--- config.mk ---
export PLATFORM = sky130hd
export DESIGN_NAME = rdsb_queue
export DESIGN_NICKNAME = d
export VERILOG_FILES = /design/src/design/rdsb_pkg.sv /design/src/design/rdsb_queue.sv
export SDC_FILE = /design/constraint.sdc
export NUM_CORES = 1
export LEC_CHECK = 0
export ABC_AREA = 1
export BUFFER_PORTS_ARGS = -buffer_cell sky130_fd_sc_hd__buf_2
export CAP_MARGIN = 5
export CORE_MARGIN = 3
export CORE_UTILIZATION = 47
export CTS_CLUSTER_DIAMETER = 50
export DETAILED_ROUTE_END_ITERATION = 6
export PLACE_DENSITY = 0.76
export SYNTH_ARGS = -nofsm -noshare
export SYNTH_HDL_FRONTEND = slang
export SYNTH_SLANG_ARGS = --single-unit
--- constraint.sdc ---
create_clock -name clk -period 3.7 [get_ports clk]
set_input_delay 0.37 -clock clk [delete_from_list [all_inputs] [get_ports clk]]
set_output_delay 0.37 -clock clk [all_outputs]
set_load 0.005 [all_outputs]
--- src/design/rdsb_pkg.sv ---
// rdsb_pkg: shared types and constants for the row downsampling boxcar block.
// No dependencies; imported by every module of the block.
package rdsb_pkg;

  localparam int SUM_W      = 36;  // up to sixteen signed 32-bit terms
  localparam int IDX_W      = 8;   // column and window slot fields of a job
  localparam int CFG_IDX_W  = 2;
  localparam int CFG_DATA_W = 16;

  localparam logic [CFG_IDX_W-1:0] REG_COLUMN_COUNT = 2'd0;
  localparam logic [CFG_IDX_W-1:0] REG_TOTAL_ROWS   = 2'd1;
  localparam logic [CFG_IDX_W-1:0] REG_TARGET_ROWS  = 2'd2;
  localparam logic [CFG_IDX_W-1:0] REG_WINDOW_EXTRA = 2'd3;

  typedef struct packed {
    logic [4:0]  column_count;
    logic [15:0] total_rows;
    logic [15:0] target_rows;
    logic [3:0]  window_extra;
  } cfg_t;

  typedef struct packed {
    logic signed [31:0] sample;
    logic               table_start;
  } in_item_t;

  typedef struct packed {
    logic [15:0]        out_row;
    logic [3:0]         out_column;
    logic signed [31:0] average;
    logic               beyond_table;
  } out_item_t;

  typedef struct packed {
    logic signed [31:0] sample;
    logic               beyond;
    logic [IDX_W-1:0]   col;
    logic [15:0]        row;
    logic [IDX_W-1:0]   phase;
    logic [3:0]         extra;
  } job_t;

  typedef struct packed {
    logic             start;
    logic [SUM_W-1:0] dividend;
    logic [15:0]      divisor;
  } div_req_t;

  typedef struct packed {
    logic             done;
    logic [SUM_W-1:0] quotient;
  } div_rsp_t;

  typedef enum logic [2:0] {
    BK_IDLE,
    BK_SUM,
    BK_AVG,
    BK_ROW,
    BK_DONE
  } bk_state_t;

endpackage

--- src/design/rdsb_queue.sv ---
// rdsb_queue: two-entry job queue between the front and back ends.
// Depends on rdsb_pkg for the job type.
module rdsb_queue (
  input  logic           clk,
  input  logic           rst_n,
  input  logic           push,
  input  rdsb_pkg::job_t push_job,
  output logic           full,
  input  logic           pop,
  output rdsb_pkg::job_t head,
  output logic           empty
);
  import rdsb_pkg::*;

  job_t       ent_r [2];
  logic       wr_ptr_r, rd_ptr_r;
  logic [1:0] count_r;

  assign full  = (count_r == 2'd2);
  assign empty = (count_r == 2'd0);
  assign head  = ent_r[rd_ptr_r];

  always_ff @(posedge clk) begin
    if (push) begin
      ent_r[wr_ptr_r] <= push_job;
    end
  end

  always_ff @(posedge clk) begin
    if (!rst_n) begin
      wr_ptr_r <= 1'b0;
      rd_ptr_r <= 1'b0;
      count_r  <= 2'd0;
    end else begin
      if (push) begin
        wr_ptr_r <= !wr_ptr_r;
      end
      if (pop) begin
        rd_ptr_r <= !rd_ptr_r;
      end
      case ({push, pop})
        2'b10:   count_r <= count_r + 2'd1;
        2'b01:   count_r <= count_r - 2'd1;
        default: count_r <= count_r;
      endcase
    end
  end

  a_no_push_when_full: assert property (@(posedge clk) disable iff (!rst_n)
    (count_r == 2'd2) |-> !push)
    else $error("queue pushed while full");

endmodule

# ---- Word-level counts from Yosys, hierarchy flattened
# Memories as Yosys holds them, arrays and structs flattened. A register that Yosys moved wholly into a read port is not among the register bits.
# Cells that the tools add are included.
dict set report totals {
  word_cells 18
  memories 1
  register_bits 4
  out_inout_bits 71
  in_bits 73
  mem_bits_rw 138
}
# name depth width read_ports rd_clocked_by_memory_dff wr line
set mem_list {}
lappend mem_list {ent_r 2 69 1 1 1 rdsb_queue.sv:15} ;# job_t ent_r [2];
dict set report op_classes {
  addsub 2
  muxes 5
  reduce_logical 4
  n_eq_ne 3
}
# op n
set ops {}
lappend ops {{$eq A2 B2 Y1 const B} 2}
lappend ops {{$mux W1} 4}
lappend ops {{$pmux W2 S2} 1}
lappend ops {{$add A2 B1 Y2 const B} 1}
lappend ops {{$eq A2 B1 Y1 const B} 1}
lappend ops {{$logic_not A1 Y1} 2}
lappend ops {{$logic_not A2 Y1} 1}
lappend ops {{$reduce_bool A2 Y1} 1}
lappend ops {{$sub A2 B1 Y2 const B} 1}

# ---- Depth between registers and ports, before layout
dict set report logic_depth {
  ltp_word 3
  ltp_mapped 7
  depth_no_buf 7
}

# ---- Worst setup path after synthesis
# OpenSTA, ideal clock, no wires.
dict set report synth_timing {
  path_type {input to register}
  startpoint {in push}
  endpoint {mem ent_r[0][0] in the netlist's numbering, enable pin}
  setup_ns 0.498
  path_slack_ns -0.120
  arrival_time_ns 3.322
  required_ns 3.202
  path_stages 2
  path_buffers 0
  path_cell_list {inv_1 -> nor2_1}
}
dict set report synth_via {
  elab_chain_len 2
}
# item line
set synth_rtl {}
lappend synth_rtl {{start, declared} rdsb_queue.sv:6} ;# input logic push,
lappend synth_rtl {{$mux W1} rdsb_queue.sv:24} ;# if (push) begin
lappend synth_rtl {{$mux W1 (implied by the code)} rdsb_queue.sv:25} ;# ent_r[wr_ptr_r] <= push_job;
lappend synth_rtl {{end, declared} rdsb_queue.sv:15}
# No other way between the ends.

==> results.cfg <==
[status]
status = completed

[timing]
setup_viol = 0
tightest_slew_ns = 0.9722
fin_skew_ns = 0.004530
fin_crit_ns = 2.471
period_share_pct = 66.78
drv_slew = 0
rsz0062_at_grt = false
tns_ns = 0
hold_viol = 0
fmax_mhz = 404.7
slew_headroom_pct = 35.19

[power_and_ir_drop]
switching_share_pct = 19.74
switchingPower_w = 0.0007637
power_frac_clock_pct = 43.2
combPwrFrac_pct = 7.3
seqPwrFrac_pct = 49.5
ir_drop_mv = 0.3211
power_density_nw_per_um2 = 576.6
total_power_w = 0.003869
cellInternalPower_w = 0.003105
leakagePower_nw = 2.584

[routing]
drtPass1Iterations = 4
drt_iter0_markers = 96
drc = 0
drt_wl_total_um = 9287
vias = 2756
detail-route-antenna-nets = 0
routed_via_density = 4.966
wl_per_cell_um = 16.73

[clock_network]
clk_latency_ns = 0.51
cts.htree.levels = 4
clk_pin_slew_ns = 0.06
cts_tree = done
clk_path_buf_depth = 2
clock-sinks = 143
cts_root_buf = clkbuf_8
numCtsBuffers = 17
cts_setup_buffers = 0
post_cts_resized = 0
cts_hold_buffers = 0

[die]
ioPinCount = 144
coreArea_um2 = 10600
rows = 37
dieWidth_um = 111.7
chipHeight_um = 111.7
dieArea_um2 = 12470
initial_utilization_pct = 49.50

[setup_path]
end_kind = output port
cpPeakStageDelay_ns = 0.98
crit_cells = 2
crit_path_max_fanout = 69
critical_path.top_delay_family = flip-flops
critPathLaunchType = flop
required_ns = 3.33
cp.arrival_ns = 2.10
worstSetupPathType = reg2out
crit_chain = mux2_2 > buf_2
reg2regPathDepth = 3
cp_num_buf_inv = 1
cp_slowest_cell = dfxtp_4
worstReg2RegStart = wr_ptr_r$_SDFFE_PN0P_

[synth]
syn-instance-count = 250
yosysUniqueCellTypes = 14
netlist.area_leader.share_pct = 78.97
yosysWarnings = 0
synth_largest_area_cell = edfxtp_1
synth-seq-area-share_pct = 80.88
syn-num-nets = 324
synth_area_leaders = edfxtp_1, mux2_2, mux2_4
netlist_area_um2 = 5248
syn_area_per_cell_um2 = 20.99
ys_ff_latch = 143

[final_layout]
nFillCells = 762
area_growth_syn_to_layout_pct = 27.87
drive_gt1_share_pct = 58.23
num_antenna_cells = 0
final_nets = 482

[place]
numPortBuffers = 143
gp_congestion = 0.7277
dp_hpwl_um = 6036

[min_path]
hold_start = push_job[9]
hp-class = in2reg
whs_path_depth = 1

[grt]
grt_pass1_wl_um = 14840
grt_usage_pct = 15.59
grt_max_degree = 70
grt_pass1_vias = 2967
grt_overflow = 0
grt_antenna_before_repair = 0

[run]
max_cap_viol_count = 0
## final timing paths
path	endpoint	slack [ns]
max reg2reg	ent_r[1][38]$_DFFE_PP_	1.72
max	head[46]	1.23
min	ent_r[0][9]$_DFFE_PP_	0.04
min reg2reg	rd_ptr_r$_SDFFE_PN0P_	0.51
## cells in the final DEF, fill, tap and decap left out, drive strengths merged
master	synthesis	final
clkinvlp	0	2
nand2	8	8
ha	1	1
buf	8	147
bufinv	0	4
inv	6	7
mux2	69	69
clkinv	0	6
dfxtp	5	5
nor2	12	12
nand4	1	1
edfxtp	138	138
a21oi	1	1
o21ai	1	1
clkbuf	0	17
## state kept, by name (all words and copies together), names as in the netlist, named ones only
signal / cells
count_r: 2
ent_r: 138
rd_ptr_r: 1
wr_ptr_r: 1
## cells in the mapped netlist
cell	count
edfxtp_1	138
o21ai_0	1
nor2_1	12
nand2_1	8
dfxtp_1	5
mux2_2	59
nand4_1	1
a21oi_1	1
mux2_4	10
buf_6	2
buf_2	5
buf_8	1
inv_1	6
ha_1	1
## per-stage QoR
step / hold WS [ns] / std cells / setup slack [ns] / util, % / cell area [um^2]
CTS: 0.01018 / 555 / 1.168 / 63.30 / 6710
global placement: 0.4789 / 525 / 1.650 / 57.77 / 6125
detailed placement: 0.4964 / 525 / 1.619 / 57.77 / 6125
global route: 0.002299 / 555 / 1.072 / 63.30 / 6710
finish: 0.04054 / 555 / 1.229 / 63.30 / 6710
floorplan: 0.4635 / 250 / 1.077 / - / 5250
## layer usage
metal  vias to the layer above  track usage (%)  part of all wire [%]
met4                         0            5.272                   1.3
met5                         -                0                     0
li1                       1286                -                     -
met3                        14            6.902                   8.1
met1                      1331            19.54                    42
met2                       125            24.38                    48
## area by class of cell
class	instances	area [um^2]	share of cell area [%]
Inverter	6	22.52	0.3356
Clock inverter	13	171.4	2.555
Multi-Input combinational cell	93	925.9	13.80
Timing Repair Buffer	147	758.2	11.30
Sequential cell	143	4248	63.30
Clock buffer	17	414.1	6.172
Tap cell	136	170.2	2.536
## worst register-to-register path, delay by kind of cell, from the launching register on
family,cells,cell delay [ns]
flip-flops,1,0.40
buffers and inverters,2,1.08
AND/OR/NAND/NOR,1,0.12
## power by group through the flow
stage                     clock network [W]  registers [W]  logic (W)
after floorplan                           0        0.00192   0.000163
after global placement                    0        0.00195   0.000280
after detailed placement                  0        0.00195   0.000286
after CTS                           0.00171        0.00192   0.000288
after global routing                0.00179        0.00193   0.000309
final                               0.00167        0.00192   0.000281
## cells by family after synthesis
family / Yosys count / synth area share [%]
and+or+nand+nor: 21 / 1.550
DFF: 143 / 80.88
muxes: 69 / 15.52
AOI/OAI and AO/OA: 2 / 0.1906
buffers and inverters: 14 / 1.621
adders and majority gates: 1 / 0.2384
Power figures use the tool's default switching activity.
