`src/design/rdsb_pkg.sv`:
```
// rdsb_pkg: shared types and constants for the row downsampling boxcar block.
// No dependencies; imported by every module of the block.
package rdsb_pkg;

  localparam int SUM_W      = 36;  // up to sixteen signed 32-bit terms
  localparam int IDX_W      = 8;   // column and window slot fields of a job
  localparam int CFG_IDX_W  = 2;
  localparam int CFG_DATA_W = 16;

  localparam logic [CFG_IDX_W-1:0] REG_COLUMN_COUNT = 2'd0;
  localparam logic [CFG_IDX_W-1:0] REG_TOTAL_ROWS   = 2'd1;
  localparam logic [CFG_IDX_W-1:0] REG_TARGET_ROWS  = 2'd2;
  localparam logic [CFG_IDX_W-1:0] REG_WINDOW_EXTRA = 2'd3;

  typedef struct packed {
    logic [4:0]  column_count;
    logic [15:0] total_rows;
    logic [15:0] target_rows;
    logic [3:0]  window_extra;
  } cfg_t;

  typedef struct packed {
    logic signed [31:0] sample;
    logic               table_start;
  } in_item_t;

  typedef struct packed {
    logic [15:0]        out_row;
    logic [3:0]         out_column;
    logic signed [31:0] average;
    logic               beyond_table;
  } out_item_t;

  typedef struct packed {
    logic signed [31:0] sample;
    logic               beyond;
    logic [IDX_W-1:0]   col;
    logic [15:0]        row;
    logic [IDX_W-1:0]   phase;
    logic [3:0]         extra;
  } job_t;

  typedef struct packed {
    logic             start;
    logic [SUM_W-1:0] dividend;
    logic [15:0]      divisor;
  } div_req_t;

  typedef struct packed {
    logic             done;
    logic [SUM_W-1:0] quotient;
  } div_rsp_t;

  typedef enum logic [2:0] {
    BK_IDLE,
    BK_SUM,
    BK_AVG,
    BK_ROW,
    BK_DONE
  } bk_state_t;

endpackage

```
`src/design/rdsb_div.sv`:
```
// rdsb_div: shared restoring divider, one quotient bit per cycle.
// Unsigned SUM_W-bit dividend by 16-bit divisor. Depends on rdsb_pkg.
module rdsb_div (
  input  logic               clk,
  input  logic               rst_n,
  input  rdsb_pkg::div_req_t req,
  output rdsb_pkg::div_rsp_t rsp
);
  import rdsb_pkg::*;

  localparam int CNT_W = $clog2(SUM_W);

  logic [SUM_W-1:0] quo_r;
  logic [15:0]      rem_r, dvs_r, rem_nxt;
  logic [CNT_W-1:0] cnt_r;
  logic             busy_r, done_r;
  logic [16:0]      trial;
  logic             q_bit;

  always_comb begin
    trial = {rem_r, quo_r[SUM_W-1]} - {1'b0, dvs_r};
    if (!trial[16]) begin
      rem_nxt = trial[15:0];
      q_bit   = 1'b1;
    end else begin
      rem_nxt = {rem_r[14:0], quo_r[SUM_W-1]};
      q_bit   = 1'b0;
    end
  end

  always_ff @(posedge clk) begin
    if (req.start) begin
      quo_r <= req.dividend;
      rem_r <= '0;
      dvs_r <= req.divisor;
    end else if (busy_r) begin
      quo_r <= {quo_r[SUM_W-2:0], q_bit};
      rem_r <= rem_nxt;
    end
  end

  always_ff @(posedge clk) begin
    if (!rst_n) begin
      busy_r <= 1'b0;
      done_r <= 1'b0;
      cnt_r  <= '0;
    end else begin
      done_r <= 1'b0;
      if (req.start) begin
        busy_r <= 1'b1;
        cnt_r  <= CNT_W'(SUM_W - 1);
      end else if (busy_r) begin
        cnt_r <= cnt_r - 1'b1;
        if (cnt_r == '0) begin
          busy_r <= 1'b0;
          done_r <= 1'b1;
        end
      end
    end
  end

  assign rsp.done     = done_r;
  assign rsp.quotient = quo_r;

  a_start_when_free: assert property (@(posedge clk) disable iff (!rst_n)
    req.start |-> !busy_r)
    else $error("divider started while busy");

  a_done_after_last: assert property (@(posedge clk) disable iff (!rst_n)
    (busy_r && cnt_r == '0 && !req.start) |=> (done_r && !busy_r))
    else $error("divider did not finish after last step");

endmodule

```
`config.mk`:
```
export PLATFORM = sky130hd
export DESIGN_NAME = rdsb_div
export DESIGN_NICKNAME = d
export VERILOG_FILES = /design/src/design/rdsb_pkg.sv /design/src/design/rdsb_div.sv
export SDC_FILE = /design/constraint.sdc
export NUM_CORES = 1
export LEC_CHECK = 0
export ABC_AREA = 0
export BUFFER_PORTS_ARGS = -buffer_cell sky130_fd_sc_hd__buf_2
export CAP_MARGIN = 20
export CORE_MARGIN = 5
export CORE_UTILIZATION = 40
export CTS_CLUSTER_DIAMETER = 30
export DETAILED_ROUTE_END_ITERATION = 8
export PLACE_DENSITY = 0.59
export SKIP_CTS_REPAIR_TIMING = 1
export SLEW_MARGIN = 20
export SYNTH_ARGS = -nofsm -noshare
export SYNTH_HDL_FRONTEND = slang
export SYNTH_SLANG_ARGS = --single-unit
```
`constraint.sdc`:
```
create_clock -name clk -period 4.3 [get_ports clk]
set_input_delay 0.43 -clock clk [delete_from_list [all_inputs] [get_ports clk]]
set_output_delay 0.43 -clock clk [all_outputs]
set_load 0.03 [all_outputs]
```
======== After elaboration in Yosys (flattened, before gate mapping) ========
Index checks and enable logic that the tools add are counted.
operators by class
  add/sub/neg operators ................... 2
  multiplexer cells ....................... 10
  bitwise operators ....................... 2
  reduce and logical (&&, ||, !) cells .... 4
operators with widths
  kind                                               count
  two-way mux 36 bit                                 2
  subtractor 17 x 16 -> 17 bit                       1
  two-way mux 16 bit                                 1
  two-way mux 6 bit                                  2
  logical NOT 6 bit                                  1
  subtractor 6 x 1 -> 6 bit (second input constant)  1
  two-way mux 1 bit                                  5
  OR reduction 3 bit                                 1
  inverter 1 bit                                     2
  nonzero test 2 bit                                 1
  OR reduction 2 bit                                 1
word-level totals
  flip-flop bits (word level) ............. 76
  input bits .............................. 55
  output and inout bits ................... 37
  logic and storage cells ................. 25

======== Longest topological paths before layout ========
  depth in word-level cells ............... 4
  gate-level depth with buffers ........... 11

======== Worst setup path before layout ========
Ideal clock, no wire load.
  path kind ............................... register to register
  from .................................... register quo_r[35]
  to ...................................... register quo_r[0] (data pin)
  arrival ................................. 2388 ps
  slack ................................... 1652 ps
  cell stages (with the launch flop) ...... 11
  buffers on the path ..................... 1
  clock period less this slack ............ 2648 ps
  cells stage by stage .................... edfxtp_1 -> inv_1 -> ha_1 -> fa_1 -> nand2b_1 -> a21oi_1 -> o211ai_1 -> mux2_4 -> nand2_4 -> buf_4 -> mux2_2
between the ends
  cells in the longest elaborated chain, start to end .. 4
ends and longest elaborated chain
  element                       RTL line        text
  start: declaration            rdsb_div.sv:13  logic [SUM_W-1:0] quo_r;
  start signal: assignment      rdsb_div.sv:33  quo_r <= req.dividend;
  start signal: assignment      rdsb_div.sv:37  quo_r <= {quo_r[SUM_W-2:0], q_bit};
  subtractor 17 x 16 -> 17 bit  rdsb_div.sv:21  trial = {rem_r, quo_r[SUM_W-1]} - {1'b0, dvs_r};
  two-way mux 1 bit             rdsb_div.sv:22  if (!trial[16]) begin
  two-way mux 36 bit            rdsb_div.sv:36  end else if (busy_r) begin
  two-way mux 36 bit            rdsb_div.sv:32  if (req.start) begin
Every way passes these cells. The select of a mux whose other input is x is not followed.
A chain may end at the register's enable or synchronous reset.

======== Worst setup path in the final report ========
  from .................................... register quo_r[35]
  to ...................................... register rem_r[14]
between the ends
  cells in the longest elaborated chain, start to end .. 2
ends and longest elaborated chain
  element                       RTL line        text
  subtractor 17 x 16 -> 17 bit  rdsb_div.sv:21
  two-way mux 16 bit            rdsb_div.sv:22
  end signal: assignment        rdsb_div.sv:38  rem_r <= rem_nxt;
  end: declaration              rdsb_div.sv:14  logic [15:0] rem_r, dvs_r, rem_nxt;
Every way passes these cells.

==> impl_metrics.json <==
{
  "status": "complete, no violations",
  "die_y_um": 109,
  "place.port_buffers": 91,
  "hp-class": "input pin to flip-flop",
  "powerDensity_mw_per_mm2": 395,
  "max_slew.worst_pin.slew_ns": 0.697,
  "diodes": 0,
  "fin_setup_tns_ns": 0,
  "synthCells": 342,
  "dieWidth_um": 109,
  "synth_fp_nets": 416,
  "grt_pass1_wl_um": 13400,
  "via_count": 2857,
  "layout_min_cycle_time_ns": 2.65,
  "dieArea_mm2": 0.0120,
  "drc": 0,
  "cts.reportedPaths.clkPinSlew_ns": 0.08,
  "clock_latency_ns": 0.35,
  "dp_hpwl_um": 6060,
  "relSlewSlack_pct": 53.4,
  "wl_per_cell_um": 14.3,
  "drtAntennaViolNets": 0,
  "drt_first_pass_iters": 4,
  "cts_max_level": 3,
  "postSynthAreaPerCell_um2": 11.5,
  "root_buffer": "clkbuf_8",
  "synth_top_area_share_pct": 39.6,
  "drv_slew": 0,
  "synth-seq-cells": 76,
  "antenna_found_initial": 0,
  "leakagePower_nw": 1.97,
  "cts_max_path_buffers": 2,
  "hold_violations": 0,
  "place_area_mm2": 0.00452,
  "fin_cells": 573,
  "maxCapViolCount": 0,
  "grt_usage_pct": 14.5,
  "rows": 36,
  "ys_types": 43,
  "dp_cells": 557,
  "clock_skew_ns": 0.00534,
  "path_class": "flip-flop to flip-flop",
  "fillCellCount": 897,
  "grt_pass1_vias": 2913,
  "start_kind": "flip-flop",
  "viasPerCell": 4.99,
  "yosysSeqAreaShare_pct": 51.7,
  "cts_tree": "done",
  "netlist_area_mm2": 0.00395,
  "fin_crit_sh_pct": 61.7,
  "netlist_top_cells_count": "edfxtp_1, mux2_2, nand2_1",
  "cts_made_buffers": 9,
  "core_mm2": 0.00968,
  "finalWirelength_um": 8200,
  "synth_ff_type": "edfxtp_1",
  "final_layout_size_suffix_gt1_share_pct": 33.6,
  "setup_viol": 0,
  "synth_edf_count": 52,
  "ys_async_sr_fraction_pct": 0,
  "final_area_mm2": 0.00473,
  "synth_warnings": 0,
  "grt_max_degree": 45,
  "drt_iter0_markers": 127,
  "yosysTopAreaCell": "edfxtp_1",
  "start_util_pct": 40.7,
  "cp.arrival_ns": 2.90,
  "peakVddDrop_mv": 0.198,
  "gp_congestion": 0.840,
  "final_core_util_pct": 48.9,
  "cts_num_sinks": 76,
  "max_freq_mhz": 377,
  "cp_max_fo": 21,
  "yosysMostFrequentCell": "edfxtp_1",
  "grt_overflow": 0,
  "yosys-top-cells-area": "edfxtp_1, dfxtp_1, mux2_2",
  "required_ns": 4.54,
  "final_nets": 509,
  "rsz0062_at_grt": "false",
  "area_delta_synth_final_pct": 19.9,
  "ioPinCount": 92,
  "critPathCaptureType": "flip-flop"
}
stage by stage:
stage	total power [mW]	setup slack, ns	hold slack (ns)
after floorplan	1.20	1.65	0.453
after global placement	1.30	1.71	0.471
after detailed placement	1.30	1.62	0.487
after CTS	1.89	1.61	0.231
after global routing	1.96	1.40	0.232
final	1.87	1.65	0.252
path summary, 6_finish.rpt:
path              cells past startpoint  slack [ns]         to  startpoint
setup / recovery                     10        1.65  rem_r[14]   quo_r[35]
hold / removal                        1        0.25  dvs_r[12]     req[12]
setup reg to reg                     10        1.65  rem_r[14]   quo_r[35]
hold reg to reg                       2        0.49   rem_r[2]    rem_r[2]
flip-flops by register name, summed over array words and instances, names as in the netlist:
name,flops
done_r,1
rem_r,16
cnt_r,6
dvs_r,16
busy_r,1
quo_r,36
per-layer routing:
metal	vias up	track usage, %	routed length (um)
li1	1428	-	-
met2	84	22.1	3730
met4	0	7.84	189
met5	-	0	0
met3	12	4.99	643
met1	1333	18.1	3640
kinds of logic (layout without fill, tap and decap cells):
group	after synthesis	after routing	share of synthesized area, %
compound gates	64	64	11.3
xor+xnor	16	16	3.55
fa+ha+maj	19	19	6.21
buf+inv	38	136	4.31
flops	76	76	51.7
mux	48	48	13.4
simple gates	81	81	9.42
cells in the final DEF, fill, tap and decap left out, drive strengths merged, types with 2 or more instances in the layout:
master / instances
mux2i: 11
clkbuf: 13
xor2: 6
a21oi: 18
inv: 26
ha: 18
nand4: 2
a211oi: 7
a311oi: 3
nor2b: 4
buf: 94
o211ai: 6
nor2: 25
o21ai: 12
nand2: 28
xnor2: 10
nand2b: 4
o21a: 5
a22o: 2
a21o: 3
dfxtp: 24
nand3: 5
or3: 2
edfxtp: 52
mux2: 37
o2111ai: 2
nor3: 6
area by class of cell:
type | instances | area [um2] | share of cell area (%)
flip-flops and latches | 76 | 2040 | 43.2
multi-input cells | 228 | 1730 | 36.7
repair buffers | 94 | 478 | 10.1
clock buffers | 13 | 170 | 3.60
well taps | 133 | 166 | 3.52
inverters | 26 | 97.6 | 2.06
clock inverters | 3 | 42.5 | 0.899
where the power goes:
part	switching (mW)	internal [mW]	leakage, nW
sequential	0.0331	0.856	0.715
combinational	0.239	0.158	1.15
clock	0.263	0.319	0.105
worst max-delay path, cell delays in order, from the launching register on:
cell,delay [ns]
edfxtp_1,0.35
inv_1,0.06
ha_1,0.22
fa_1,0.40
nand2b_1,0.18
a21oi_1,0.20
o211ai_1,0.18
mux2_4,0.36
nand2_4,0.25
nor2_1,0.08
a221o_1,0.25
No activity file was read; power rests on OpenSTA's default activity.
