`src/design/rdsb_pkg.sv`:
```
// rdsb_pkg: shared types and constants for the row downsampling boxcar block.
// No dependencies; imported by every module of the block.
package rdsb_pkg;

  localparam int SUM_W      = 36;  // up to sixteen signed 32-bit terms
  localparam int IDX_W      = 8;   // column and window slot fields of a job
  localparam int CFG_IDX_W  = 2;
  localparam int CFG_DATA_W = 16;

  localparam logic [CFG_IDX_W-1:0] REG_COLUMN_COUNT = 2'd0;
  localparam logic [CFG_IDX_W-1:0] REG_TOTAL_ROWS   = 2'd1;
  localparam logic [CFG_IDX_W-1:0] REG_TARGET_ROWS  = 2'd2;
  localparam logic [CFG_IDX_W-1:0] REG_WINDOW_EXTRA = 2'd3;

  typedef struct packed {
    logic [4:0]  column_count;
    logic [15:0] total_rows;
    logic [15:0] target_rows;
    logic [3:0]  window_extra;
  } cfg_t;

  typedef struct packed {
    logic signed [31:0] sample;
    logic               table_start;
  } in_item_t;

  typedef struct packed {
    logic [15:0]        out_row;
    logic [3:0]         out_column;
    logic signed [31:0] average;
    logic               beyond_table;
  } out_item_t;

  typedef struct packed {
    logic signed [31:0] sample;
    logic               beyond;
    logic [IDX_W-1:0]   col;
    logic [15:0]        row;
    logic [IDX_W-1:0]   phase;
    logic [3:0]         extra;
  } job_t;

  typedef struct packed {
    logic             start;
    logic [SUM_W-1:0] dividend;
    logic [15:0]      divisor;
  } div_req_t;

  typedef struct packed {
    logic             done;
    logic [SUM_W-1:0] quotient;
  } div_rsp_t;

  typedef enum logic [2:0] {
    BK_IDLE,
    BK_SUM,
    BK_AVG,
    BK_ROW,
    BK_DONE
  } bk_state_t;

endpackage

```
`src/design/rdsb_front.sv`:
```
// rdsb_front: accepts items, tracks column, row and window slot, and classifies
// each item into a job for the back end. Depends on rdsb_pkg.
module rdsb_front #(
  parameter int MAX_COLUMNS = 16,
  parameter int MAX_WINDOW  = 16
) (
  input  logic               clk,
  input  logic               rst_n,
  input  rdsb_pkg::cfg_t     cfg,
  input  logic               in_valid,
  output logic               in_ready,
  input  rdsb_pkg::in_item_t in_item,
  output logic               job_push,
  output rdsb_pkg::job_t     job,
  input  logic               job_full
);
  import rdsb_pkg::*;

  localparam int CIW = (MAX_COLUMNS > 1) ? $clog2(MAX_COLUMNS) : 1;
  localparam int WIW = $clog2(MAX_WINDOW);

  logic [CIW-1:0] col_r, col_nxt, col_cur;
  logic [15:0]    row_r, row_nxt, row_cur;
  logic [WIW-1:0] phase_r, phase_nxt, phase_cur;
  logic [CIW:0]   cols_eff, col_inc;
  logic [3:0]     extra;
  logic           accept;

  assign in_ready = !job_full;
  assign accept   = in_valid && !job_full;
  assign job_push = accept;

  always_comb begin
    col_cur   = in_item.table_start ? '0 : col_r;
    row_cur   = in_item.table_start ? '0 : row_r;
    phase_cur = in_item.table_start ? '0 : phase_r;

    if (cfg.column_count == '0) begin
      cols_eff = (CIW+1)'(1);
    end else if (32'(cfg.column_count) > MAX_COLUMNS) begin
      cols_eff = (CIW+1)'(MAX_COLUMNS);
    end else begin
      cols_eff = (CIW+1)'(cfg.column_count);
    end

    extra = cfg.window_extra;
    if (32'(extra) > MAX_WINDOW - 1) begin
      extra = 4'(MAX_WINDOW - 1);
    end
    if (row_cur < 16'(extra)) begin
      extra = row_cur[3:0];
    end

    col_inc   = (CIW+1)'(col_cur) + 1'b1;
    col_nxt   = col_inc[CIW-1:0];
    row_nxt   = row_cur;
    phase_nxt = phase_cur;
    if (col_inc >= cols_eff) begin
      col_nxt = '0;
      if (row_cur != 16'hFFFF) begin
        row_nxt   = row_cur + 16'd1;
        phase_nxt = (phase_cur == WIW'(MAX_WINDOW - 1)) ? '0 : phase_cur + 1'b1;
      end
    end

    job.sample = in_item.sample;
    job.beyond = (row_cur >= cfg.total_rows) || (cfg.target_rows == '0);
    job.col    = IDX_W'(col_cur);
    job.row    = row_cur;
    job.phase  = IDX_W'(phase_cur);
    job.extra  = extra;
  end

  always_ff @(posedge clk) begin
    if (!rst_n) begin
      col_r   <= '0;
      row_r   <= '0;
      phase_r <= '0;
    end else if (accept) begin
      col_r   <= col_nxt;
      row_r   <= row_nxt;
      phase_r <= phase_nxt;
    end
  end

endmodule

```
`config.mk`:
```
export PLATFORM = sky130hd
export DESIGN_NAME = rdsb_front
export DESIGN_NICKNAME = d
export VERILOG_FILES = /design/src/design/rdsb_pkg.sv /design/src/design/rdsb_front.sv
export SDC_FILE = /design/constraint.sdc
export NUM_CORES = 1
export LEC_CHECK = 0
export BUFFER_PORTS_ARGS = -buffer_cell sky130_fd_sc_hd__buf_2
export CAP_MARGIN = 5
export CELL_PAD_IN_SITES_DETAIL_PLACEMENT = 0
export CELL_PAD_IN_SITES_GLOBAL_PLACEMENT = 1
export CORE_ASPECT_RATIO = 0.8
export CORE_MARGIN = 5
export CORE_UTILIZATION = 33
export DETAILED_ROUTE_END_ITERATION = 10
export HOLD_SLACK_MARGIN = 0.15
export PLACE_DENSITY = 0.88
export SYNTH_ARGS = -nofsm -noshare
export SYNTH_HDL_FRONTEND = slang
export SYNTH_SLANG_ARGS = --single-unit
```
`constraint.sdc`:
```
create_clock -name clk -period 7.2 [get_ports clk]
set_clock_uncertainty 0.05 [all_clocks]
set_input_delay 0.72 -clock clk [delete_from_list [all_inputs] [get_ports clk]]
set_output_delay 0.72 -clock clk [all_outputs]
set_load 0.05 [all_outputs]
```
# Word-level counts from Yosys, hierarchy flattened
# Cells that the tools add are included.
[totals]
reg_bits = 24
input_bits = 78
out_inout_bits = 71
word_cells = 29
[op_classes]
addsub = 3
n_lt_le_gt_ge = 4
eq_ne = 2
mux = 12
n_reduce_logical = 5
[ops]
columns = ["op", "count"]
rows = [
  ["$mux 16", 3],
  ["$mux 4", 7],
  ["$add 16x1->16 const B", 1],
  ["$ge 16x16->1", 1],
  ["$logic_not 16->1", 1],
  ["$lt 16x4->1", 1],
  ["$ne 16x16->1 const B", 1],
  ["$mux 5", 2],
  ["$add 4x1->5 const B", 1],
  ["$ge 5x5->1", 1],
  ["$gt 5x5->1 const B", 1],
  ["$logic_not 5->1", 1],
  ["$add 4x1->4 const B", 1],
  ["$eq 4x4->1 const B", 1],
  ["$logic_and 1x1->1", 1],
  ["$logic_not 1->1", 1],
  ["$logic_or 1x1->1", 1],
]

# Depth between registers and ports, before layout
# Gate-level depths: netlist (run 1).
[logic_depth]
ltp_word = 5
ltp_mapped = 13
depth_no_buf = 10

# Worst setup path after synthesis (run 1)
# OpenSTA, ideal clock, no wires.
[synth_timing]
kind = "input to output"
start = "input port in_item[0] (netlist name)"
end = "output port job[36] (netlist name)"
arrival_ns = 3.468
setup_slack_ns = 2.962
stages = 11
cell_sequence = "buf_6 -> buf_2 -> clkbuf_1 -> nor2b_1 -> ha_1 -> a21o_1 -> a21o_1 -> a21oi_1 -> nor2_1 -> a2111oi_0 -> nand2_1"
[synth_rtl]
columns = ["item", "line", "source"]
rows = [
  ["start: declaration", "rdsb_front.sv:12", "input rdsb_pkg::in_item_t in_item,"],
  ["end: declaration", "rdsb_front.sv:14", "output rdsb_pkg::job_t job,"],
]

==> results, run 1 <==
- The run finished with clean final reports.
- The total cell area at the placement stage is 2710 um^2.
- For this run, the register share of the synthesized area comes to around a fifth.
- The number of nets in the layout is approximately 460.
- The number of antenna violations at the first check in global routing is 0.
- The total iterations of the first detailed-routing run is 4.
- The detail route stage leaves a number of antenna-violating nets equal to 0.
- The final instance count without filler cells is 463.
- The number of register bits inferred by synthesis is 24.
- CTS built an H-tree with a depth of 1.
- In the routed design, unresolved DRC markers number 0.
- TritonCTS built the clock tree.
- The wire length of the first global-routing pass is 9.87 mm.
- The detailed-route wire length is roughly 6 mm.
- The number of warnings issued by yosys is 0.
- The kind of end point of the critical path is a primary output.
- Before CTS, the worst setup slack after placement is between 3 and 4 ns.
- At the end of routability-driven placement, the weighted congestion stood at slightly below 0.8.
- The clock transition time at the flip-flop clock pins of the worst setup and hold paths is 0.08 ns.
- In this design, the stage delay of the slowest critical-path cell is 0.45 ns.
- The actual slew at the worst max-slew pin is about 0.70 ns.
- The library cell contributing the largest single delay on the critical path is sky130_fd_sc_hd__buf_2.
- The distinct cell type count after synthesis is 48.
- Entering global routing, the biggest net connects 33 pins.
- In the post-synthesis netlist, the cell with the most instances is sky130_fd_sc_hd__nand2_1.
- The via count of the first global-routing pass is between 2,000 and 2,500.
- The dominant synthesized flop cell is sky130_fd_sc_hd__dfxtp_1.
- The worst-path maximum fanout is 32.
- The clock sink count is 24.
- In this run the core area contains 28 standard-cell rows.
- The tool flagged a number of max-cap violations equal to 0.
- The core area is ~7400 um^2.
- After the first detailed-routing iteration, the DRC count stood at 76.
- STA classifies the critical path startpoint as an input port.
- For this configuration, the core starts out at a cell density of 33.9%.
- Counting instances in the post-synthesis netlist gives the leading cell types as sky130_fd_sc_hd__nand2_1 (44), sky130_fd_sc_hd__buf_4 (40), sky130_fd_sc_hd__ha_1 (27).
- Setup repair after global routing left no endpoint under its margin.
- Global routing used about an eighth of the available tracks.
- Derived from the worst setup path, the maximum achievable clock frequency is approximately 280 MHz.
- The synthesis-to-layout area growth is 9.99%.
- The number of fillers in the final layout is 800.
- At the later pin of the worst-skew pair, clock insertion delay measures between 0.2 and 0.3 ns.
- The setup path with the least slack is of type input port to primary output.
- The overall die area is roughly 9500 um^2.
- The number of buffers between clock root and the deepest sink is 2.
- The share of Yosys cell area claimed by the top area cell type is around a fifth.
- The die is ~88 um tall.
- Dividing the detail-routed wire length by the instance count gives between 10 and 15 um.
- The most common cell type on the critical path is sky130_fd_sc_hd__buf_2.
- The power per cell area is about 100 nW/um^2.
- The total congestion overflow is 0.
- The count of instances resized after the clock tree is built is 0.
- The worst hold slack after final layout is around 0.44 ns.
- Using the TritonRoute via totals, the vias-per-cell ratio works out to about 4.7.
- Dividing the final minimum period by the clock period gives 50.3%.
- The number of buffers created by CTS is 3.
- The path category of the worst min-delay check is flip-flop to flip-flop.
- The number of setup violations in the final report is 0.
- The total via count in the routed design is 2,197.
- The sum of buffers and inverters on the critical path is 2.
- Detailed placement finished with a half-perimeter wire length of approximately 5 mm.
- Walking the worst path, the cells encountered are buf_2 -> and2b_1 -> ha_1 -> a21boi_0 -> o21a_1 -> o21ai_0 -> nand2_1 -> mux2_2 -> buf_2.
- In this run the horizontal extent of the chip is 108 um.
- The worst ir drop on vdd is between 0.00006 and 0.00007 V.
- The static leakage is roughly 1.5 nW.
- The gate family responsible for the most delay along the worst path is buffers and inverters.
- The worst path in the final design needs a cycle of between 3 and 4 ns, including I/O delays and setup.
- The number of pins exceeding their max-slew limit in the final report is 0.
- The area taken by multi-input logic gates is around 1600 um^2.
- The relative slew slack is a little over half.
- In this run, post-CTS hold repair placed 0 buffers.
- The required arrival time at the worst endpoint is ~6.4 ns.
- The mean instance size in the synthesized netlist is between 7 and 8 um^2.
- The final hold violation count is 0.
- The count of flip-flops with a built-in enable after synthesis is 0.
- The final total negative setup slack is 0 ns.
- The final cell area excluding filler cells is ~2800 um^2.
- The number of antenna diodes in the final layout is 0.
- The cell area that synthesis handed to floorplanning was about 2500 um^2.
- Ranked by total cell area, the synthesized netlist is headed by sky130_fd_sc_hd__dfxtp_1 (19%), sky130_fd_sc_hd__ha_1 (13%), sky130_fd_sc_hd__buf_4 (12%).
- Registers take around 480 um^2.
- The clock root buffer master is sky130_fd_sc_hd__clkbuf_8.
- In this run the count of I/O pins placed on the die edge is ~150.
- The fraction of final layout cells sized beyond drive strength 1 is between 20% and 30%.
- After layout, the worst setup slack is roughly 3.6 ns.
- The cell accounting for the most synthesized area is sky130_fd_sc_hd__dfxtp_1.
- The number of setup buffers added after CTS is 0.
- The critical path arrival is ~2.9 ns.
- The post-synthesis cell count is 320.
- Counting flops with an async set or reset pin after synthesis yields a share of 0%.
- Counting tap cells, the placed design contains a total of 459 instances.
- In this run the tool buffered the top-level ports with 76 buffer cells.
## routing by layer
layer	global-route usage, %	vias up	part of all wire, %
met5	0	-	0
met4	1.15	0	0.42
met3	4.20	6	9.6
met2	20.9	87	43
met1	16.2	984	47
li1	-	1120	-
## worst min-delay path, stage by stage, from the launching register on
cell and delay, ns:
sky130_fd_sc_hd__dfxtp_1 0.33, sky130_fd_sc_hd__nand2_1 0.05, sky130_fd_sc_hd__a21oi_1 0.06
## state kept, by name (all words and copies together), names as in the netlist
register / count
phase_r: 4
row_r: 16
col_r: 4
## stage by stage
| stage | power (mW) | util (%) |
|---|---|---|
| after global placement | 0.200 | 36.5 |
| after floorplan | 0.233 | - |
| after detailed placement | 0.201 | 36.5 |
| final | 0.290 | 37.3 |
| after global routing | 0.307 | 37.3 |
| after CTS | 0.295 | 37.3 |
## cells in the final DEF, fill, tap and decap left out, drive strengths merged, types with 8 or more instances in the layout
| cell | count |
|---|---|
| nor2b | 20 |
| ha | 27 |
| conb | 8 |
| xnor2 | 11 |
| nand3 | 10 |
| a21oi | 9 |
| dfxtp | 24 |
| inv | 24 |
| nor4 | 11 |
| buf | 77 |
| a21o | 8 |
| nand2 | 44 |
| nor2 | 11 |
| and2 | 12 |
| nand4 | 9 |
## final timing paths
path                                       startpoint                    end  slack (ns)  cells past startpoint
worst max-delay path                       in_item[0]                 job[2]        3.58                      9
worst min-delay path            col_r[1]$_SDFFE_PN0P_  col_r[1]$_SDFFE_PN0P_        0.44                      2
worst max register to register  col_r[0]$_SDFFE_PN0P_  row_r[4]$_SDFFE_PN0P_        4.58                     11
worst min register to register  col_r[1]$_SDFFE_PN0P_  col_r[1]$_SDFFE_PN0P_        0.44                      2
## final cells by class
cell class                      count  share of cell area (%)
Multi-Input combinational cell    229                    58.6
Sequential cell                    24                    17.4
Timing Repair Buffer               77                    14.0
Tap cell                          105                    4.75
Inverter                           24                    3.25
Clock buffer                        4                    1.99
## report_power, final
part           internal [mW]  leakage (nW)  switching (mW)  total (mW)
Clock                 0.0489        0.0288          0.0427      0.0915
Combinational         0.0210          1.29          0.0423      0.0633
Sequential             0.134         0.194         0.00104       0.135
## kinds of logic after synthesis
group / share of synthesized area [%]
xor+xnor: 4.53
compound gates: 10.2
other cells: 0.149
fa+ha+maj: 13.4
simple gates: 31.4
mux: 3.78
flops: 19.1
buf+inv: 17.5
No activity file was read; power rests on OpenSTA's default activity.
==> run 2, diff against run 1 <==
Settings changed: CORE_UTILIZATION 33 to 27, PLACE_DENSITY 0.88 to 0.77.
Clock period 7.2 ns to 3.18 ns, I/O delays scaled along.
==> run 2 against run 1 <==
- utilization fell by 5.9 points
- sequential power up 130%
- non-clock buffer count up 2
- critical path depth is the same
- count of clock-buffer cells in the layout stayed put
- combinational power up 130%
- routed wire length is 1.9% higher
- clock power rose to 3.3 times the previous value
- highest routed layer unchanged
- die area is 20% higher
- first-iteration DRC count fell by 17%
- total power rose to 2.6 times the previous value
==> results, run 2 (same netlist as run 1, synthesis figures left out) <==
- The number of setup violations in the final report was 0 (unchanged).
- The final hold violation count came to 0 (unchanged).
- The number of buffers between clock root and the deepest sink was 2 (unchanged).
- The fraction of final layout cells sized beyond drive strength 1 is 27.8% (+0.96 points).
- The final cell area excluding filler cells is 2850 um^2 (+2.8%).
- The overall die area came to 11,400 um^2 (+20%).
- The count of antenna diodes in the layout is 0 (unchanged).
- The register-to-register setup slack came to 0.57 ns (-4.01 ns).
- Static timing analysis puts the maximum clock frequency at 360 MHz.
- The count of antenna-violating nets left after detailed routing was 0 (unchanged).
- The first-iteration detailed-routing DRC count is 63 (-17%).
- Setup repair after global routing left no endpoint under its margin.
- Leaving out fill and tap cells, the most frequent cell in the layout is sky130_fd_sc_hd__buf_2.
- The total of max-cap violations is 0 (unchanged).
- The routability congestion estimate from global placement is 0.827 (+5.5%).
- The final instance count without filler cells came to 475 (+2.6%).
- The count of standard-cell rows was 31 (+11%).
- The static leakage is 1.54 nW (+2.0%).
- The number of buffers created by CTS is 3 (unchanged).
- Traced cell by cell, the critical path runs through nor2b_2 -> ha_1 -> a21o_1 -> a21o_1 -> a21oi_1 -> nor2_1 -> a2111oi_0 -> nand2_1 -> buf_2.
- The hold path endpoint is col_r[3]$_SDFFE_PN0P_.
- The flip-flop count of the largest register after layout is 16 (unchanged).
- The post-DP HPWL was 5.05 mm (+2.4%).
- The total congestion overflow is 0 (unchanged).
- The worst-path maximum fanout is 7 (-78%).
- The actual slew at the worst max-slew pin is 0.725 ns (+0.0276 ns).
- The worst stage delay on the critical path is 0.45 ns (about the same).
- The worst ir drop on vdd is 0.000155 V (+140%).
- The top-level I/O count is 149 (unchanged).
- The total cell area at the placement stage is 2760 um^2 (+1.7%).
- More flip-flops sit in one register than any other, and that register is row_r.
- The kind of end point of the critical path is a primary output.
- The relative slew slack is 51.6% (-1.8 points).
- The worst-case setup slack after placement came to 0.412 ns (-3.18 ns).
- The level count of the clock H-tree is 1 (unchanged).
- The total via count in the routed design is 2,180 (-0.77%).
- The worst reg-to-reg path cell count is 11 (unchanged).
- The startpoint type of the worst setup path is a flip-flop.
- Among the stages of the critical path, the cell type that occurs most often is sky130_fd_sc_hd__a21o_1.
- The total iterations of the first detailed-routing run came to 4 (unchanged).
- The via count of the first global-routing pass is 2,147 (-1.4%).
- The routed length per instance is 12.8 um (-0.67%).
- The endpoint identified for the worst register-to-register timing path is phase_r[3]$_SDFFE_PN0P_.
- Clock tree synthesis selected as its root buffer the cell sky130_fd_sc_hd__clkbuf_16.
- The critical path arrival is 2.41 ns (-0.44 ns).
- The pin count of the biggest net entering global routing is 32 (-3.0%).
- The worst hold path depth is 4 (+2).
- The height of the chip came to 96.3 um (+9.4%).
- The worst path setup slack after routing is 0.404 ns (-3.18 ns).
- The core area is 9080 um^2 (+22%).
- The residual DRC count is 0 (unchanged).
- The worst setup path is of the flip-flop to primary output kind.
- The wire length of the first global-routing pass is 10.3 mm (+4.5%).
- The total power draw is 0.757 mW (+160%).
- The clock latency reported for the late side of the worst-skew pair is 0.26 ns (about the same).
- The post-layout minimum cycle time is between 2 and 3 ns.
- The detailed-route wire length came to 6.10 mm (+1.9%).
- The detailed-route vias per instance was 4.59 (-3.3%).
- The number of setup buffers added after CTS came to 0 (unchanged).
- In the final layout, the registers with the most flip-flops are row_r: 16 flops, col_r: 4 flops, phase_r: 4 flops.
- The total placed cells including tap cells is 471 (+2.6%).
- The initial standard-cell utilization of the core was 27.7% (-6.2 points).
- The worst hold path begins at in_valid.
- The path category of the worst min-delay check is input port to flip-flop.
- The number of hold buffers added after cts was 0 (unchanged).
- The count of input and output buffers is 76 (unchanged).
- The number of pins exceeding their max-slew limit in the final report is 0 (unchanged).
- The top cell types in the final layout, fill and taps aside, are sky130_fd_sc_hd__buf_2 (76), sky130_fd_sc_hd__nand2_1 (44), sky130_fd_sc_hd__ha_1 (27).
- The count of instances resized after the clock tree is built is 0 (unchanged).
- The synthesis-to-layout area growth is 13.1%.
- The total global routing track utilization is 10.9% (-1.5 points).
- The number of nets in the layout is 466 (+0.43%).
- The number of antenna violations at the first check in global routing is 0 (unchanged).
- The power per cell area is 266 nW/um^2 (+150%).
- The clock sink count is 24 (unchanged).
- The slowest stage of the critical path is the sky130_fd_sc_hd__dfxtp_1 cell.
- The clock tree from TritonCTS is built.
- The flow ran to the end, and the final reports show no timing, DRC or antenna violations.
- The die width is 118 um (+9.6%).
- The clock transition time at the flip-flop clock pins of the worst setup and hold paths came to 0.07 ns (about the same).
- Dividing the final minimum period by the clock period gives slightly below 90%.
- The required arrival time at the worst endpoint is 2.81 ns (-3.62 ns).
- The worst register-to-register path begins at col_r[0]$_SDFFE_PN0P_.
==> run 2: area by class of cell <==
cell class / count / area [um^2]
fillers: 971 / 6230
multi-input cells: 229 / 1630
flip-flops and latches: 24 / 480
repair buffers: 79 / 415
well taps: 115 / 144
inverters: 24 / 90.1
clock buffers: 4 / 88.8
==> run 2: worst max-delay path by stage <==
stage          cells after the start                 endpoint                   from  slack [ns]
2_1_floorplan                     11                  job[36]             in_item[0]        -0.1
4_1_cts                            9                  job[36]  row_r[9]$_SDFFE_PN0P_        0.36
3_5_place_dp                      13  phase_r[3]$_SDFFE_PN0P_             in_item[0]        0.41
5_1_grt                            9                  job[36]  row_r[9]$_SDFFE_PN0P_        0.26
6_report                           9                  job[36]  row_r[9]$_SDFFE_PN0P_        0.40
3_3_place_gp                      12  phase_r[3]$_SDFFE_PN0P_             in_item[0]        0.48
==> run 2: power breakdown <==
part           switching [mW]  leakage (nW)  internal, mW
combinational          0.0967          1.31        0.0499
clock                   0.112        0.0442         0.193
sequential            0.00246         0.194         0.304
==> run 2: metal layers <==
layer  global-route usage (%)  up-vias  share of wire (%)
li1                         -     1126                  -
met1                     14.5      958                 50
met2                     16.9       87                 41
met3                     3.82        9                8.6
met4                     2.67        0                1.1
met5                        0        -                  0
==> run 2: critical path: cells and delay by family, from the launching register on <==
kind | cells | cell delay [ns]
flip-flops | 1 | 0.45
adder cells (fa/ha/maj) | 1 | 0.26
buffers and inverters | 1 | 0.23
AO/OA/AOI/OAI | 4 | 0.83
AND/OR/NAND/NOR | 3 | 0.38
==> run 2: per-stage QoR <==
stage | hold WS [ns] | utilization (%) | TNS [ns]
2_1_floorplan | 0.395 | - | -0.0956
3_3_place_gp | 0.423 | 30.4 | 0
3_5_place_dp | 0.428 | 30.4 | 0
4_1_cts | 0.394 | 31.4 | 0
5_1_grt | 0.423 | 31.4 | 0
6_report | 0.395 | 31.4 | 0
==> run 3, diff against run 2 <==
==> constraint.sdc (replaced) <==
create_clock -name clk -period 3.18 [get_ports clk]
set_clock_uncertainty 0.05 [all_clocks]
set_input_delay 0 -clock clk [delete_from_list [all_inputs] [get_ports clk]]
set_output_delay 0 -clock clk [all_outputs]
set_load 0.05 [all_outputs]
==> run 3 against run 2 <==
- sequential share of layout area shrank 1.7 points
- cell count grew 6.9%
- design area increased by 11%
- clock power shrank 1%
- first-iteration DRC count grew 54%
- total power rose by 14%
- via count grew 5.4%
- register-to-register slack improved by 0.03 ns
- utilization increased by 3.5 points
- routed wire length rose by 4.5%
- fmax is 7.7% higher
==> results, run 3 (same netlist as run 1, synthesis figures left out) <==
- The flow ran to the end, and the final reports show no timing, DRC or antenna violations.
- The launch instance of the worst min-delay path is job_full.
- The largest registers in the layout are row_r: 16 flops, col_r: 4 flops, phase_r: 4 flops.
- The count of antenna-violating nets left after detailed routing was 0 (unchanged).
- The worst hold path terminates at col_r[1]$_SDFFE_PN0P_.
- The routed length per instance came to 12.5 um (-2.3%).
- The number of hold buffers added after cts is 34 (+34).
- The count of standard-cell rows is 31 (unchanged).
- The number of pins exceeding their max-slew limit in the final report came to 0 (unchanged).
- The post-layout minimum cycle time is 2.58 ns (-0.199 ns).
- The launch point of the worst reg-to-reg path is col_r[0]$_SDFFE_PN0P_.
- The worst ir drop on vdd is 0.000278 V (+79%).
- The worst hold path depth was 5 (+1).
- The root buffer cell chosen for the clock tree is sky130_fd_sc_hd__clkbuf_16.
- The endpoint of the most critical register-to-register path is phase_r[3]$_SDFFE_PN0P_.
- The top-level I/O count came to 149 (unchanged).
- The flip-flop and latch area is 480 um^2 (unchanged).
- The upper clock frequency limit is 388 MHz (+7.7%).
- The routability congestion estimate from global placement is 0.803 (-2.9%).
- The worst-path maximum fanout is 12 (+5).
- The pin count of the biggest net entering global routing is 28 (-13%).
- The area taken by multi-input logic gates is 1620 um^2 (-0.31%).
- The portion of the clock cycle consumed by the worst path in the final layout is 81.0% (-6.3 points).
- The power per cell area is 273 nW/um^2 (+2.7%).
- The wire length of the first global-routing pass was 10.2 mm (-1.1%).
- The number of fillers in the final layout is 966 (-0.51%).
- The worst-case setup slack after placement is 0.599 ns (+0.188 ns).
- The path category of the worst min-delay check is input port to flip-flop.
- The count of antenna diodes in the layout is 0 (unchanged).
- The detailed-route vias per instance came to 4.52 (-1.5%).
- The total power draw came to 0.864 mW (+14%).
- The first-iteration detailed-routing DRC count is 97 (+54%).
- The worst setup path is of the flip-flop to flip-flop kind.
- The final instance count without filler cells is 508 (+6.9%).
- The actual slew at the worst max-slew pin is 0.708 ns (-0.0172 ns).
- The worst hold slack after final layout is 0.168 ns (-0.228 ns).
- The number of buffers between clock root and the deepest sink was 2 (unchanged).
- The via count of the first global-routing pass is 2,186 (+1.8%).
- The worst setup path is launched from a flip-flop.
- In the layout the commonest cells are sky130_fd_sc_hd__buf_2 (76), sky130_fd_sc_hd__nand2_1 (44), sky130_fd_sc_hd__dlygate4sd3_1 (34).
- The required arrival time at the worst endpoint is 3.28 ns (+0.47 ns).
- The total global routing track utilization was 10.5% (-0.41 points).
- The flip-flop count of the largest register after layout is 16 (unchanged).
- TritonCTS built the clock tree.
- The relative slew slack is 52.7% (+1.2 points).
- The static leakage came to 1.68 nW (+8.6%).
- The count of input and output buffers came to 76 (unchanged).
- The total of max-cap violations is 0 (unchanged).
- The number of buffers created by CTS was 3 (unchanged).
- The total cell area at the placement stage is 2730 um^2 (-0.91%).
- The final total negative setup slack is 0 ns (unchanged).
- The most common cell type on the critical path is sky130_fd_sc_hd__ha_1.
- The residual DRC count came to 0 (unchanged).
- The final hold violation count is 0 (unchanged).
- Setup repair after global routing left no endpoint under its margin.
- The critical path arrival was 2.67 ns (+0.26 ns).
- The number of setup violations in the final report is 0 (unchanged).
- The total placed cells including tap cells is 470 (-0.21%).
- The library cell used most frequently in the layout, excluding fill and tap cells, is sky130_fd_sc_hd__buf_2.
- The post-DP HPWL came to 4.86 mm (-3.7%).
- The final cell area excluding filler cells came to 3160 um^2 (+11%).
- The count of instances resized after the clock tree is built is 0 (unchanged).
- The fraction of final layout cells sized beyond drive strength 1 is 24.7% (-3.1 points).
- The total via count in the routed design came to 2,297 (+5.4%).
- The total congestion overflow was 0 (unchanged).
- The clock sink count came to 24 (unchanged).
- The number of nets in the layout is 499 (+7.1%).
- The initial standard-cell utilization of the core is 27.7% (unchanged).
- The final cell utilization of the core is 34.8% (+3.5 points).
- The first element of the critical path is col_r[0]$_SDFFE_PN0P_.
- The number of antenna violations at the first check in global routing is 0 (unchanged).
- The critical path goes through and2b_1 -> ha_1 -> xor2_1 -> ha_1 -> a21oi_1 -> o21ai_1 -> a31oi_1 -> buf_4 -> nor2_2 -> and2_1 -> a32o_1.
- The clock latency reported for the late side of the worst-skew pair came to 0.26 ns (about the same).
- The core area was 9080 um^2 (unchanged).
- The number of setup buffers added after CTS is 0 (unchanged).
- The die width is 118 um (unchanged).
- The height of the chip is 96.3 um (unchanged).
- The detailed-route wire length is 6.37 mm (+4.5%).
- The overall die area is 11,400 um^2 (unchanged).
- The clock transition time at the flip-flop clock pins of the worst setup and hold paths is 0.06 ns (about the same).
- Among all stages on the critical path, the largest delay is contributed by sky130_fd_sc_hd__ha_1.
- The worst reg-to-reg path cell count is 11 (unchanged).
- The worst stage delay on the critical path is 0.34 ns (-0.11 ns).
- STA classifies the critical path endpoint as a flip-flop.
- The register-to-register setup slack is 0.60 ns (+0.03 ns).
- row_r holds more flip-flops than any other register.
- The synthesis-to-layout area growth is 25.7%.
- The total iterations of the first detailed-routing run is 4 (unchanged).
- The worst path setup slack after routing was 0.603 ns (+0.199 ns).
- The level count of the clock H-tree is 1 (unchanged).
[run 3: cell count changes in the layout (fill, tap and decap cells not counted)]
cell                            before  now
sky130_fd_sc_hd__buf_12              1    0
sky130_fd_sc_hd__dlygate4sd3_1       0   34
sky130_fd_sc_hd__nor2b_1            18   20
sky130_fd_sc_hd__nor2b_2             2    0
[run 3: power breakdown]
part / internal (mW) / switching, mW
sequential: 0.304 / 0.00243
combinational: 0.0769 / 0.179
clock: 0.192 / 0.109
total: 0.573 / 0.291
[run 3: layout make-up]
type	instances	area share, %
clock buffer	4	2.81
inverter	24	2.85
multi-input combinational	229	51.3
sequential	24	15.2
tap	115	4.55
timing repair buffer	112	23.3
[run 3: critical path, delay by kind of cell, from the launching register on]
kind / cells / cell delay (ns)
adder cells (fa/ha/maj): 2 / 0.57
flip-flops: 1 / 0.32
buffers and inverters: 1 / 0.22
AO/OA/AOI/OAI: 4 / 0.59
XOR/XNOR: 1 / 0.17
AND/OR/NAND/NOR: 3 / 0.55
[run 3: routing by layer]
| layer | GRT usage [%] | wire, um | vias to the layer above |
|---|---|---|---|
| met3 | 3.88 | 580 | 2 |
| met4 | 0.860 | 18 | 0 |
| met5 | 0 | 0 | - |
| li1 | - | - | 1195 |
| met1 | 13.9 | 2980 | 1007 |
| met2 | 17.0 | 2790 | 93 |
[run 3: how the worst max path moves through the flow]
stage	to	slack [ns]
6_report	phase_r[3]$_SDFFE_PN0P_	0.60
3_5_place_dp	phase_r[3]$_SDFFE_PN0P_	0.60
3_3_place_gp	phase_r[3]$_SDFFE_PN0P_	0.64
5_1_grt	row_r[5]$_SDFFE_PN0P_	0.39
4_1_cts	phase_r[3]$_SDFFE_PN0P_	0.60
2_1_floorplan	row_r[10]$_SDFFE_PN0P_	0.12
